File: config.mk
export PLATFORM = sky130hd
export DESIGN_NAME = gain_rider_smoother_unit
export DESIGN_NICKNAME = d
export VERILOG_FILES = /design/src/rtl/grs_pkg.sv /design/src/rtl/grs_csr.sv /design/src/rtl/grs_target.sv /design/src/rtl/grs_smoother.sv /design/src/rtl/gain_rider_smoother_unit.sv
export SDC_FILE = /design/constraint.sdc
export NUM_CORES = 1
export LEC_CHECK = 0
export BUFFER_PORTS_ARGS = -buffer_cell sky130_fd_sc_hd__buf_2
export CAP_MARGIN = 10
export CORE_MARGIN = 4
export CORE_UTILIZATION = 50
export DETAILED_ROUTE_END_ITERATION = 6
export GPL_TIMING_DRIVEN = 0
export PLACE_DENSITY = 0.69
export SYNTH_ARGS = -nofsm -noshare
export SYNTH_HDL_FRONTEND = slang
export SYNTH_SLANG_ARGS = --single-unit
File: constraint.sdc
create_clock -name clock -period 38.4 [get_ports clock]
set_input_delay 3.84 -clock clock [delete_from_list [all_inputs] [get_ports clock]]
set_output_delay 3.84 -clock clock [all_outputs]
set_load 0.005 [all_outputs]
File: src/rtl/grs_pkg.sv
// Shared types and register indexes for the gain rider smoother.
package grs_pkg;

   // Configuration register indexes
   localparam logic [2:0] CSR_ATTACK_COEFF      = 3'd0;
   localparam logic [2:0] CSR_RELEASE_COEFF     = 3'd1;
   localparam logic [2:0] CSR_HOLD_LENGTH       = 3'd2;
   localparam logic [2:0] CSR_SILENCE_THRESHOLD = 3'd3;
   localparam logic [2:0] CSR_TARGET_LEVEL      = 3'd4;
   localparam logic [2:0] CSR_GAIN_RANGE        = 3'd5;

   localparam int unsigned CSR_DATA_W = 20;

   typedef struct packed {
      logic        [15:0] attack_coeff;
      logic        [15:0] release_coeff;
      logic        [19:0] hold_length;
      logic signed [15:0] silence_threshold;
      logic signed [15:0] target_level;
      logic        [14:0] gain_range;
   } cfg_type;

   // Word held between the target stage and the smoother
   typedef struct packed {
      logic               valid;
      logic signed [15:0] want;
   } stage_type;

endpackage

File: src/rtl/grs_csr.sv
// Configuration registers of the gain rider smoother.
module grs_csr import grs_pkg::*; (
   input  logic                  clock,
   input  logic                  reset,
   input  logic                  csr_we,
   input  logic [2:0]            csr_addr,
   input  logic [CSR_DATA_W-1:0] csr_wdata,
   output cfg_type               cfg
);

   cfg_type cfg_ff;
   cfg_type cfg_in;

   always_comb begin
      cfg_in = cfg_ff;
      if (csr_we) begin
         unique case (csr_addr)
            CSR_ATTACK_COEFF:      cfg_in.attack_coeff      = csr_wdata[15:0];
            CSR_RELEASE_COEFF:     cfg_in.release_coeff     = csr_wdata[15:0];
            CSR_HOLD_LENGTH:       cfg_in.hold_length       = csr_wdata[19:0];
            CSR_SILENCE_THRESHOLD: cfg_in.silence_threshold = $signed(csr_wdata[15:0]);
            CSR_TARGET_LEVEL:      cfg_in.target_level      = $signed(csr_wdata[15:0]);
            CSR_GAIN_RANGE:        cfg_in.gain_range        = csr_wdata[14:0];
            default:               cfg_in = cfg_ff;
         endcase
      end
   end

   always_ff @(posedge clock) begin
      if (reset) begin
         cfg_ff.attack_coeff      <= 16'd65399;
         cfg_ff.release_coeff     <= 16'd65522;
         cfg_ff.hold_length       <= 20'd0;
         cfg_ff.silence_threshold <= -16'sd15360;
         cfg_ff.target_level      <= -16'sd4608;
         cfg_ff.gain_range        <= 15'd3072;
      end else begin
         cfg_ff <= cfg_in;
      end
   end

   assign cfg = cfg_ff;

endmodule

File: src/rtl/grs_target.sv
// Wanted-gain stage: silence gate and clamped target minus level.
module grs_target import grs_pkg::*; (
   input  logic               clock,
   input  logic               reset,
   input  cfg_type            cfg,
   input  logic               load,
   input  logic               advance,
   input  logic signed [15:0] level_db,
   output stage_type          stage
);

   logic               valid_ff;
   logic               valid_in;
   logic signed [15:0] want_ff;
   logic signed [15:0] want_in;
   logic signed [16:0] need;
   logic signed [16:0] range_pos;
   logic signed [16:0] range_neg;

   always_comb begin
      need      = 17'(cfg.target_level) - 17'(level_db);
      range_pos = $signed({2'b00, cfg.gain_range});
      range_neg = -range_pos;
      priority if (level_db < cfg.silence_threshold) begin
         want_in = '0;
      end else if (need > range_pos) begin
         want_in = range_pos[15:0];
      end else if (need < range_neg) begin
         want_in = range_neg[15:0];
      end else begin
         want_in = need[15:0];
      end
   end

   always_comb begin
      valid_in = valid_ff;
      if (load) begin
         valid_in = 1'b1;
      end else if (advance) begin
         valid_in = 1'b0;
      end
   end

   always_ff @(posedge clock) begin
      if (reset) begin
         valid_ff <= 1'b0;
      end else begin
         valid_ff <= valid_in;
      end
   end

   always_ff @(posedge clock) begin
      if (load) begin
         want_ff <= want_in;
      end
   end

   assign stage.valid = valid_ff;
   assign stage.want  = want_ff;

endmodule

File: src/rtl/grs_smoother.sv
// Hold logic, one-pole smoother and result register.
module grs_smoother import grs_pkg::*; (
   input  logic               clock,
   input  logic               reset,
   input  cfg_type            cfg,
   input  stage_type          stage,
   input  logic               advance,
   output logic               out_valid,
   output logic signed [15:0] gain_db,
   output logic               holding
);

   logic signed [15:0] smooth_ff, smooth_in;
   logic signed [15:0] last_ff, last_in;
   logic        [19:0] count_ff, count_in;
   logic               valid_ff;
   logic signed [15:0] gain_ff;
   logic               held_ff, held_in;
   logic               fire;
   logic signed [15:0] tgt;
   logic        [15:0] coeff;
   logic signed [16:0] diff;
   logic        [15:0] dmag;
   logic        [31:0] prod;
   logic        [15:0] mag;
   logic signed [16:0] err;
   logic signed [16:0] sum;

   assign fire = stage.valid & advance;

   // hold: keep the previous target for up to hold_length words while the wanted gain is below it
   always_comb begin
      tgt      = stage.want;
      held_in  = 1'b0;
      last_in  = last_ff;
      count_in = count_ff;
      if (cfg.hold_length != '0) begin
         if (stage.want < last_ff) begin
            if (count_ff < cfg.hold_length) begin
               count_in = count_ff + 20'd1;
               tgt      = last_ff;
               held_in  = 1'b1;
            end else begin
               last_in  = stage.want;
               count_in = '0;
            end
         end else begin
            last_in  = stage.want;
            count_in = '0;
         end
      end else begin
         last_in = stage.want;
      end
   end

   // target + c*(smoothed - target), magnitude truncated, snap within one LSB
   always_comb begin
      coeff = (tgt > smooth_ff) ? cfg.attack_coeff : cfg.release_coeff;
      diff  = 17'(smooth_ff) - 17'(tgt);
      dmag  = diff[16] ? 16'(-diff) : diff[15:0];
      prod  = dmag * coeff;
      mag   = prod[31:16];
      if (mag <= 16'd1) begin
         err = '0;
      end else if (diff[16]) begin
         err = -$signed({1'b0, mag});
      end else begin
         err = $signed({1'b0, mag});
      end
      sum       = 17'(tgt) + err;
      smooth_in = sum[15:0];
   end

   always_ff @(posedge clock) begin
      if (reset) begin
         smooth_ff <= '0;
         last_ff   <= '0;
         count_ff  <= '0;
         valid_ff  <= 1'b0;
      end else begin
         if (advance) begin
            valid_ff <= stage.valid;
         end
         if (fire) begin
            smooth_ff <= smooth_in;
            last_ff   <= last_in;
            count_ff  <= count_in;
         end
      end
   end

   always_ff @(posedge clock) begin
      if (fire) begin
         gain_ff <= smooth_in;
         held_ff <= held_in;
      end
   end

   assign out_valid = valid_ff;
   assign gain_db   = gain_ff;
   assign holding   = held_ff;

endmodule

File: src/rtl/gain_rider_smoother_unit.sv
// Top level of the gain rider smoother: attack/release smoother with hold.
//
//  channel   dir  fields (lowest bit up)
//  req_      in   tdata: level_db[15:0]
//  rsp_      out  tdata: gain_db[15:0]; tuser: holding
//  csr_      in   we, addr[2:0], wdata[19:0]
//
// One word per cycle while rsp is not stalled; rsp_tvalid rises once an accepted req word
// has passed the wanted-gain register, then the smoother and result register.
// The smoother's 16x16 multiply sits in the smoothed-gain state loop.
// Synchronous reset clears the smoother state and valid flags, not the data registers.
// rsp stalls back up into the wanted-gain stage; req_tready stays high
// while that stage is empty or moving on.
module gain_rider_smoother_unit import grs_pkg::*; (
   input  logic                  clock,
   input  logic                  reset,
   input  logic                  req_tvalid,
   output logic                  req_tready,
   input  logic [15:0]           req_tdata,   // level_db[15:0]
   output logic                  rsp_tvalid,
   input  logic                  rsp_tready,
   output logic [15:0]           rsp_tdata,   // gain_db[15:0]
   output logic [0:0]            rsp_tuser,   // holding
   input  logic                  csr_we,
   input  logic [2:0]            csr_addr,
   input  logic [CSR_DATA_W-1:0] csr_wdata
);

   cfg_type            cfg;
   stage_type          stage;
   logic               advance;
   logic               load;
   logic signed [15:0] gain_db;
   logic               holding;

   assign advance    = ~rsp_tvalid | rsp_tready;
   assign req_tready = ~stage.valid | advance;
   assign load       = req_tvalid & req_tready;

   grs_csr u_csr (
      .clock     (clock),
      .reset     (reset),
      .csr_we    (csr_we),
      .csr_addr  (csr_addr),
      .csr_wdata (csr_wdata),
      .cfg       (cfg)
   );

   grs_target u_target (
      .clock    (clock),
      .reset    (reset),
      .cfg      (cfg),
      .load     (load),
      .advance  (advance),
      .level_db ($signed(req_tdata)),
      .stage    (stage)
   );

   grs_smoother u_smoother (
      .clock     (clock),
      .reset     (reset),
      .cfg       (cfg),
      .stage     (stage),
      .advance   (advance),
      .out_valid (rsp_tvalid),
      .gain_db   (gain_db),
      .holding   (holding)
   );

   assign rsp_tdata    = gain_db;
   assign rsp_tuser[0] = holding;

   a_load_fills_stage: assert property (@(posedge clock) disable iff (reset)
      load |=> stage.valid)
      else $error("accepted word did not reach the target stage");

   a_full_stall_blocks: assert property (@(posedge clock) disable iff (reset)
      (stage.valid && rsp_tvalid && !rsp_tready) |-> !req_tready)
      else $error("req accepted while pipeline full and stalled");

   a_drain_empties: assert property (@(posedge clock) disable iff (reset)
      (rsp_tvalid && rsp_tready && !stage.valid) |=> !rsp_tvalid)
      else $error("result repeated after drain");

   a_stage_moves: assert property (@(posedge clock) disable iff (reset)
      (stage.valid && advance) |=> rsp_tvalid)
      else $error("stage word lost on the way to rsp");

endmodule
==> flow_summary.json, run 1 <==
{
  "setup_viol": 0,
  "worstPathArrival_ns": 18.64,
  "synth-edff-count": 33,
  "avgViaCountPerCell": 5.749,
  "cp_slowest_cell": "nor3_1",
  "area_delta_synth_final_pct": 7.391,
  "final_cell_mix": "nand2_1, inv_1, nor2_1, ha_1, fa_1",
  "core_um2": 42980,
  "dp_hpwl_um": 52060,
  "critPathCaptureType": "flop",
  "die_area_um2": 46870,
  "post_cts_resized": 0,
  "antenna_cells": 0,
  "io_buffers": 62,
  "ys_seq_area_share_pct": 18.65,
  "die_y_um": 216.5,
  "status": "finished, final reports clean",
  "crit_fanout": 10,
  "grt_max_degree": 27,
  "drtPass1Iterations": 6,
  "slew_headroom_pct": 16.43,
  "route.antenna.remaining_nets": 0,
  "vias": 19270,
  "htreeDepth": 4,
  "register_area_um2": 4054,
  "multi_input_area_um2": 15920,
  "fin_crit_ns": 18.29,
  "drt_iter0_drc": 1435,
  "cts_tree": "done",
  "grt_pass1_wl_um": 101300,
  "clock-sinks": 186,
  "clock_skew_ns": 0.01767,
  "rsz0062_at_grt": "no",
  "finalHoldViolCount": 0,
  "synth-seq-cells": 186,
  "fp.dieW_um": 216.5,
  "gp_congestion": 0.9544,
  "crit_type": "reg -> reg",
  "synth_area_um2": 21730,
  "max_cap_violations": 0,
  "synthArstFlopShare_pct": 0,
  "fmax_mhz": 54.69,
  "min_path_cells": 2,
  "tns_ns": 0,
  "crit_buf_inv": 10,
  "worstHoldPathType": "reg -> reg",
  "crit_family": "adder cells",
  "syn_nets": 3143,
  "drc": 0,
  "clk_pin_slew_ns": 0.07,
  "layout_commonest_cell": "nand2_1",
  "post-cts-setup-buffers": 0,
  "grt_pass1_vias": 19340,
  "critPathMaxStageDelay_ns": 0.76,
  "critPathMostFrequentCell": "fa_1",
  "stdcell_area_um2": 23340,
  "gr-total-overflow": 0,
  "post-route-period-util_pct": 47.62,
  "worstMarginPinSlew_ns": 1.245,
  "ios": 63,
  "initial_utilization_pct": 50.57,
  "wire_per_inst_um": 18.90,
  "cts_buffer_depth": 2,
  "cts_root_buf": "clkbuf_16",
  "grt_usage_pct": 26.94,
  "synth_cell_types": 90,
  "wirelength_um": 63340,
  "core.rowCount": 76,
  "avgSynthCellArea_um2": 8.134,
  "cp.depth": 58,
  "layout.nets": 3225,
  "worst_setup_path_start_kind": "flop",
  "final_layout_size_suffix_gt1_share_pct": 5.529,
  "cts_made_buffers": 17,
  "clk_latency_ns": 0.46,
  "finalMaxSlewViolations": 0,
  "fillCellCount": 4075,
  "ys_warn_count": 0,
  "syn-instance-count": 2672,
  "reg2reg_depth": 58,
  "antenna_found_initial": 2,
  "hold_slack_ns": 0.4622,
  "required_ns": 38.76,
  "placed_area_um2": 22780,
  "synth_flop_cell": "dfxtp_1",
  "rrSetupSlack_ns": 20.11,
  "ctsHoldBuffers": 0
}
-- flip-flops by register name, indices dropped and copies added (netlist names) --
| signal | flops |
|---|---|
| u_csr.cfg | 99 |
| u_smoother.count_ff | 20 |
| u_smoother.gain_db | 16 |
| u_smoother.holding | 1 |
| u_smoother.last_ff | 16 |
| u_smoother.out_valid | 1 |
| u_smoother.smooth_ff | 16 |
| u_target.valid_ff | 1 |
| u_target.want_ff | 16 |
-- tightest hold or removal path, cell delays in order (launching register included) --
cell,delay [ns]
dfxtp_1,0.31
nand2_1,0.05
a21oi_1,0.05
-- layout make-up --
type	instances	area share (%)
repair buffers	63	1.362
clock buffers	19	1.940
multi-input cells	2024	68.22
flip-flops and latches	186	17.37
plain buffers	90	1.549
well taps	585	3.136
clock inverters	13	0.4396
inverters	372	5.982
-- cell usage after synthesis (26+ instances only) --
master / n / area, um2
inv_1: 372 / 1396
a211oi_1: 51 / 382.9
nor3_1: 26 / 130.1
nor2_1: 237 / 889.6
xnor2_1: 68 / 595.6
a21oi_1: 165 / 825.8
clkbuf_1: 81 / 304.0
a21o_1: 55 / 412.9
nand3b_1: 46 / 345.3
nand2_1: 451 / 1693
mux2i_1: 29 / 290.3
nand3_1: 29 / 145.1
o21ai_0: 45 / 225.2
edfxtp_1: 33 / 991.0
fa_1: 196 / 3924
xor2_1: 44 / 385.4
and2_1: 34 / 212.7
ha_1: 231 / 2890
dfxtp_1: 153 / 3063
o21a_1: 30 / 225.2
-- metrics by stage --
stage / instances / setup slack, ns / util (%)
2_1_floorplan: 2672 / 23.52 / -
3_3_place_gp: 3319 / 20.50 / 52.99
3_5_place_dp: 3319 / 20.35 / 52.99
4_1_cts: 3351 / 20.28 / 54.29
5_1_grt: 3352 / 19.03 / 54.31
6_report: 3352 / 20.11 / 54.31
-- layer usage --
metal | track usage, % | vias up | part of all wire (%)
met5 | 0 | - | 0.054
met2 | 45.79 | 710 | 47
met1 | 34.49 | 9389 | 42
li1 | - | 9025 | -
met3 | 4.375 | 141 | 6.7
met4 | 10.52 | 4 | 3.8
-- cells by family (layout without fill, tap and decap cells) --
| logic type | Yosys count | in the layout | share of synthesized area, % |
|---|---|---|---|
| adders and majority gates | 429 | 429 | 31.44 |
| buffers and inverters | 462 | 557 | 8.082 |
| xor gates and xnor gates | 112 | 112 | 4.513 |
| muxes | 47 | 47 | 2.268 |
| AOI/OAI and AO/OA | 473 | 473 | 14.86 |
| DFF | 186 | 186 | 18.65 |
| and+or+nand+nor | 963 | 963 | 20.18 |
-- worst paths after layout --
path	from	to
setup / recovery	u_target.want_ff[15]	u_smoother.smooth_ff[15]
hold / removal	u_csr.cfg[43]	u_csr.cfg[43]
setup reg to reg	u_target.want_ff[15]	u_smoother.smooth_ff[15]
hold reg to reg	u_csr.cfg[43]	u_csr.cfg[43]
Power of run 1 is not shown: default switching activity piles up to over one toggle a cycle in this logic, so the estimate is an artifact.
==> run 2, diff against run 1 <==
- ABC_AREA: default -> 1
- PLACE_DENSITY: 0.69 -> 0.72
- clock period: 38.4 -> 15.4 ns (I/O delays scaled with it)
==> run 2 against run 1 <==
Register-to-register slack got worse by 19 ns. Non-clock buffer count shrank 20. Maximum frequency rose by 28%. Worst hold slack worse by 0.0027 ns. Global-route usage is 0.46 points lower. Flip-flop and latch count unchanged. Utilization rose by 0.46 points. Final area fell by 0.91%. Die area fell by 1.2%. Critical endpoint unchanged. First-iteration DRC count down 11%. Sequential share of layout area rose by 0.16 points.
==> flow_summary.json, run 2 <==
{
  "synth_flop_cell": "dfxtp_1",
  "final_cell_mix": "nand2_1, inv_1, nor2_1, ha_1",
  "cts_root_buf": "clkbuf_16",
  "drc": 0,
  "synth_simple_gate_area_share_pct": 22.41,
  "grt_pass1_vias": 19750,
  "synth-xor-area-share_pct": 3.003,
  "clk_latency_ns": 0.44,
  "synth_top_cell_by_area": "fa_1",
  "register_area_um2": 4054,
  "initial_utilization_pct": 50.82,
  "synth.area.top_cells": "fa_1, dfxtp_1, ha_1",
  "synth_top_family_by_area": "adder cells",
  "worstMarginPinSlew_ns": 1.090,
  "critPathCaptureType": "flop",
  "fmax_mhz": 69.87,
  "layout_commonest_cell": "nand2_1",
  "hold_slack_ns": 0.4595,
  "grt_usage_pct": 26.47,
  "hp-start": "u_csr.cfg[34]",
  "wirelength_um": 61260,
  "finalHoldViolCount": 0,
  "worst_setup_path_start_kind": "flop",
  "synthTopCellsByCount": "nand2_1, inv_1, nor2_1",
  "synth.most_common_cell": "nand2_1",
  "critPathMostFrequentCell": "nand2_1",
  "layout.nets": 3503,
  "cts_made_buffers": 17,
  "status": "finished, final reports clean",
  "gp_congestion": 0.9722,
  "synth-seq-cells": 186,
  "r2r_start": "u_target.want_ff[15]",
  "reg2reg_depth": 61,
  "synth-edff-count": 33,
  "min_path_cells": 2,
  "antenna_cells": 0,
  "io_buffers": 61,
  "final_layout_size_suffix_gt1_share_pct": 6.371,
  "synthArstFlopShare_pct": 0,
  "cts_tree": "done",
  "gr-total-overflow": 0,
  "crit_buf_inv": 11,
  "post_cts_resized": 0,
  "largest_register_ffs": 99,
  "core_um2": 42230,
  "crit_type": "reg -> reg",
  "synth_compound_area_share_pct": 11.96,
  "route.antenna.remaining_nets": 0,
  "worstHoldPathType": "reg -> reg",
  "synth_area_um2": 21460,
  "cp_slowest_cell": "o21ai_0",
  "post-synth-top-area-fraction_pct": 18.28,
  "finalMaxSlewViolations": 0,
  "antenna_found_initial": 0,
  "vias": 19450,
  "crit_fanout": 10,
  "die_area_um2": 46300,
  "worstPathArrival_ns": 14.65,
  "regToRegEndpoint": "u_smoother.smooth_ff[15]",
  "multi_input_area_um2": 14900,
  "setup_viol": 0,
  "core.rowCount": 75,
  "area_delta_synth_final_pct": 7.778,
  "fin_util_pct": 54.77,
  "ios": 63,
  "dp_hpwl_um": 50680,
  "htreeDepth": 4,
  "critPathMaxStageDelay_ns": 0.56,
  "synthAdderAreaFrac_pct": 31.75,
  "rrSetupSlack_ns": 1.09,
  "max_cap_violations": 0,
  "syn_nets": 3424,
  "crit_family": "adder cells",
  "fin_crit_ns": 14.31,
  "synth_cell_types": 55,
  "avgViaCountPerCell": 5.427,
  "rsz0062_at_grt": "no",
  "avgSynthCellArea_um2": 7.267,
  "post-route-period-util_pct": 92.94,
  "grt_max_degree": 27,
  "tns_ns": 0,
  "synth.mux.area_fraction_pct": 0,
  "clk_pin_slew_ns": 0.07,
  "wire_per_inst_um": 17.09,
  "syn-instance-count": 2953,
  "holdPathEnd": "u_csr.cfg[34]",
  "slew_headroom_pct": 26.58,
  "clock-sinks": 186,
  "ctsHoldBuffers": 0,
  "grt_pass1_wl_um": 99640,
  "ys_warn_count": 0,
  "fillCellCount": 4098,
  "fp.dieW_um": 215.2,
  "clock_skew_ns": 0.01183,
  "ys_seq_area_share_pct": 18.89,
  "drt_iter0_drc": 1279,
  "post-cts-setup-buffers": 0,
  "drtPass1Iterations": 5,
  "required_ns": 15.74,
  "cts_buffer_depth": 2,
  "die_y_um": 215.2
}
run 2: area by class of cell:
| cell class | count | area share [%] |
|---|---|---|
| multi-input cells | 2088 | 64.40 |
| plain buffers | 72 | 1.282 |
| inverters | 606 | 9.867 |
| well taps | 539 | 2.916 |
| clock inverters | 13 | 0.6762 |
| clock buffers | 19 | 2.007 |
| repair buffers | 61 | 1.320 |
| flip-flops and latches | 186 | 17.53 |
run 2: how the worst max path moves through the flow:
stage | start | end | depth (start not counted)
after floorplan | u_target.want_ff[15] | u_smoother.gain_db[15] | 61
final | u_target.want_ff[15] | u_smoother.smooth_ff[15] | 61
after detailed placement | u_target.want_ff[15] | u_smoother.smooth_ff[15] | 59
after global routing | u_target.want_ff[15] | u_smoother.smooth_ff[15] | 65
after CTS | u_target.want_ff[15] | u_smoother.smooth_ff[15] | 59
after global placement | u_target.want_ff[15] | u_smoother.smooth_ff[15] | 59
run 2: cell families (layout without fill, tap and decap cells):
family	count (synthesis)	count (layout)
and+or+nand+nor	1123	1123
DFF	186	186
xor gates and xnor gates	71	71
AOI/OAI and AO/OA	467	467
adders and majority gates	427	427
buffers and inverters	679	771
run 2: per-layer routing:
layer / track usage (%) / part of all wire, % / routed length [um]
met5: 0 / 0 / 0
met4: 9.384 / 3.7 / 2251
met1: 34.05 / 42 / 25800
met3: 3.121 / 5.9 / 3638
met2: 46.15 / 48 / 29560
run 2: stage by stage:
stage	std cells	instance area [um2]	setup slack [ns]
2_1_floorplan	2953	21460	3.920
6_report	3584	23130	1.087
4_1_cts	3585	23060	0.1516
3_5_place_dp	3553	22440	0.1904
3_3_place_gp	3553	22440	0.3774
5_1_grt	3584	23130	0.01139
run 2: worst reg2reg max path: cells and delay by family, from the launching register on:
family	cells	cell delay (ns)
fa+ha+maj	10	4.68
simple gates	29	3.84
buf+inv	11	2.29
compound gates	9	2.10
xor+xnor	2	0.86
flops	1	0.43
Power of run 2 is left out for the same reason.
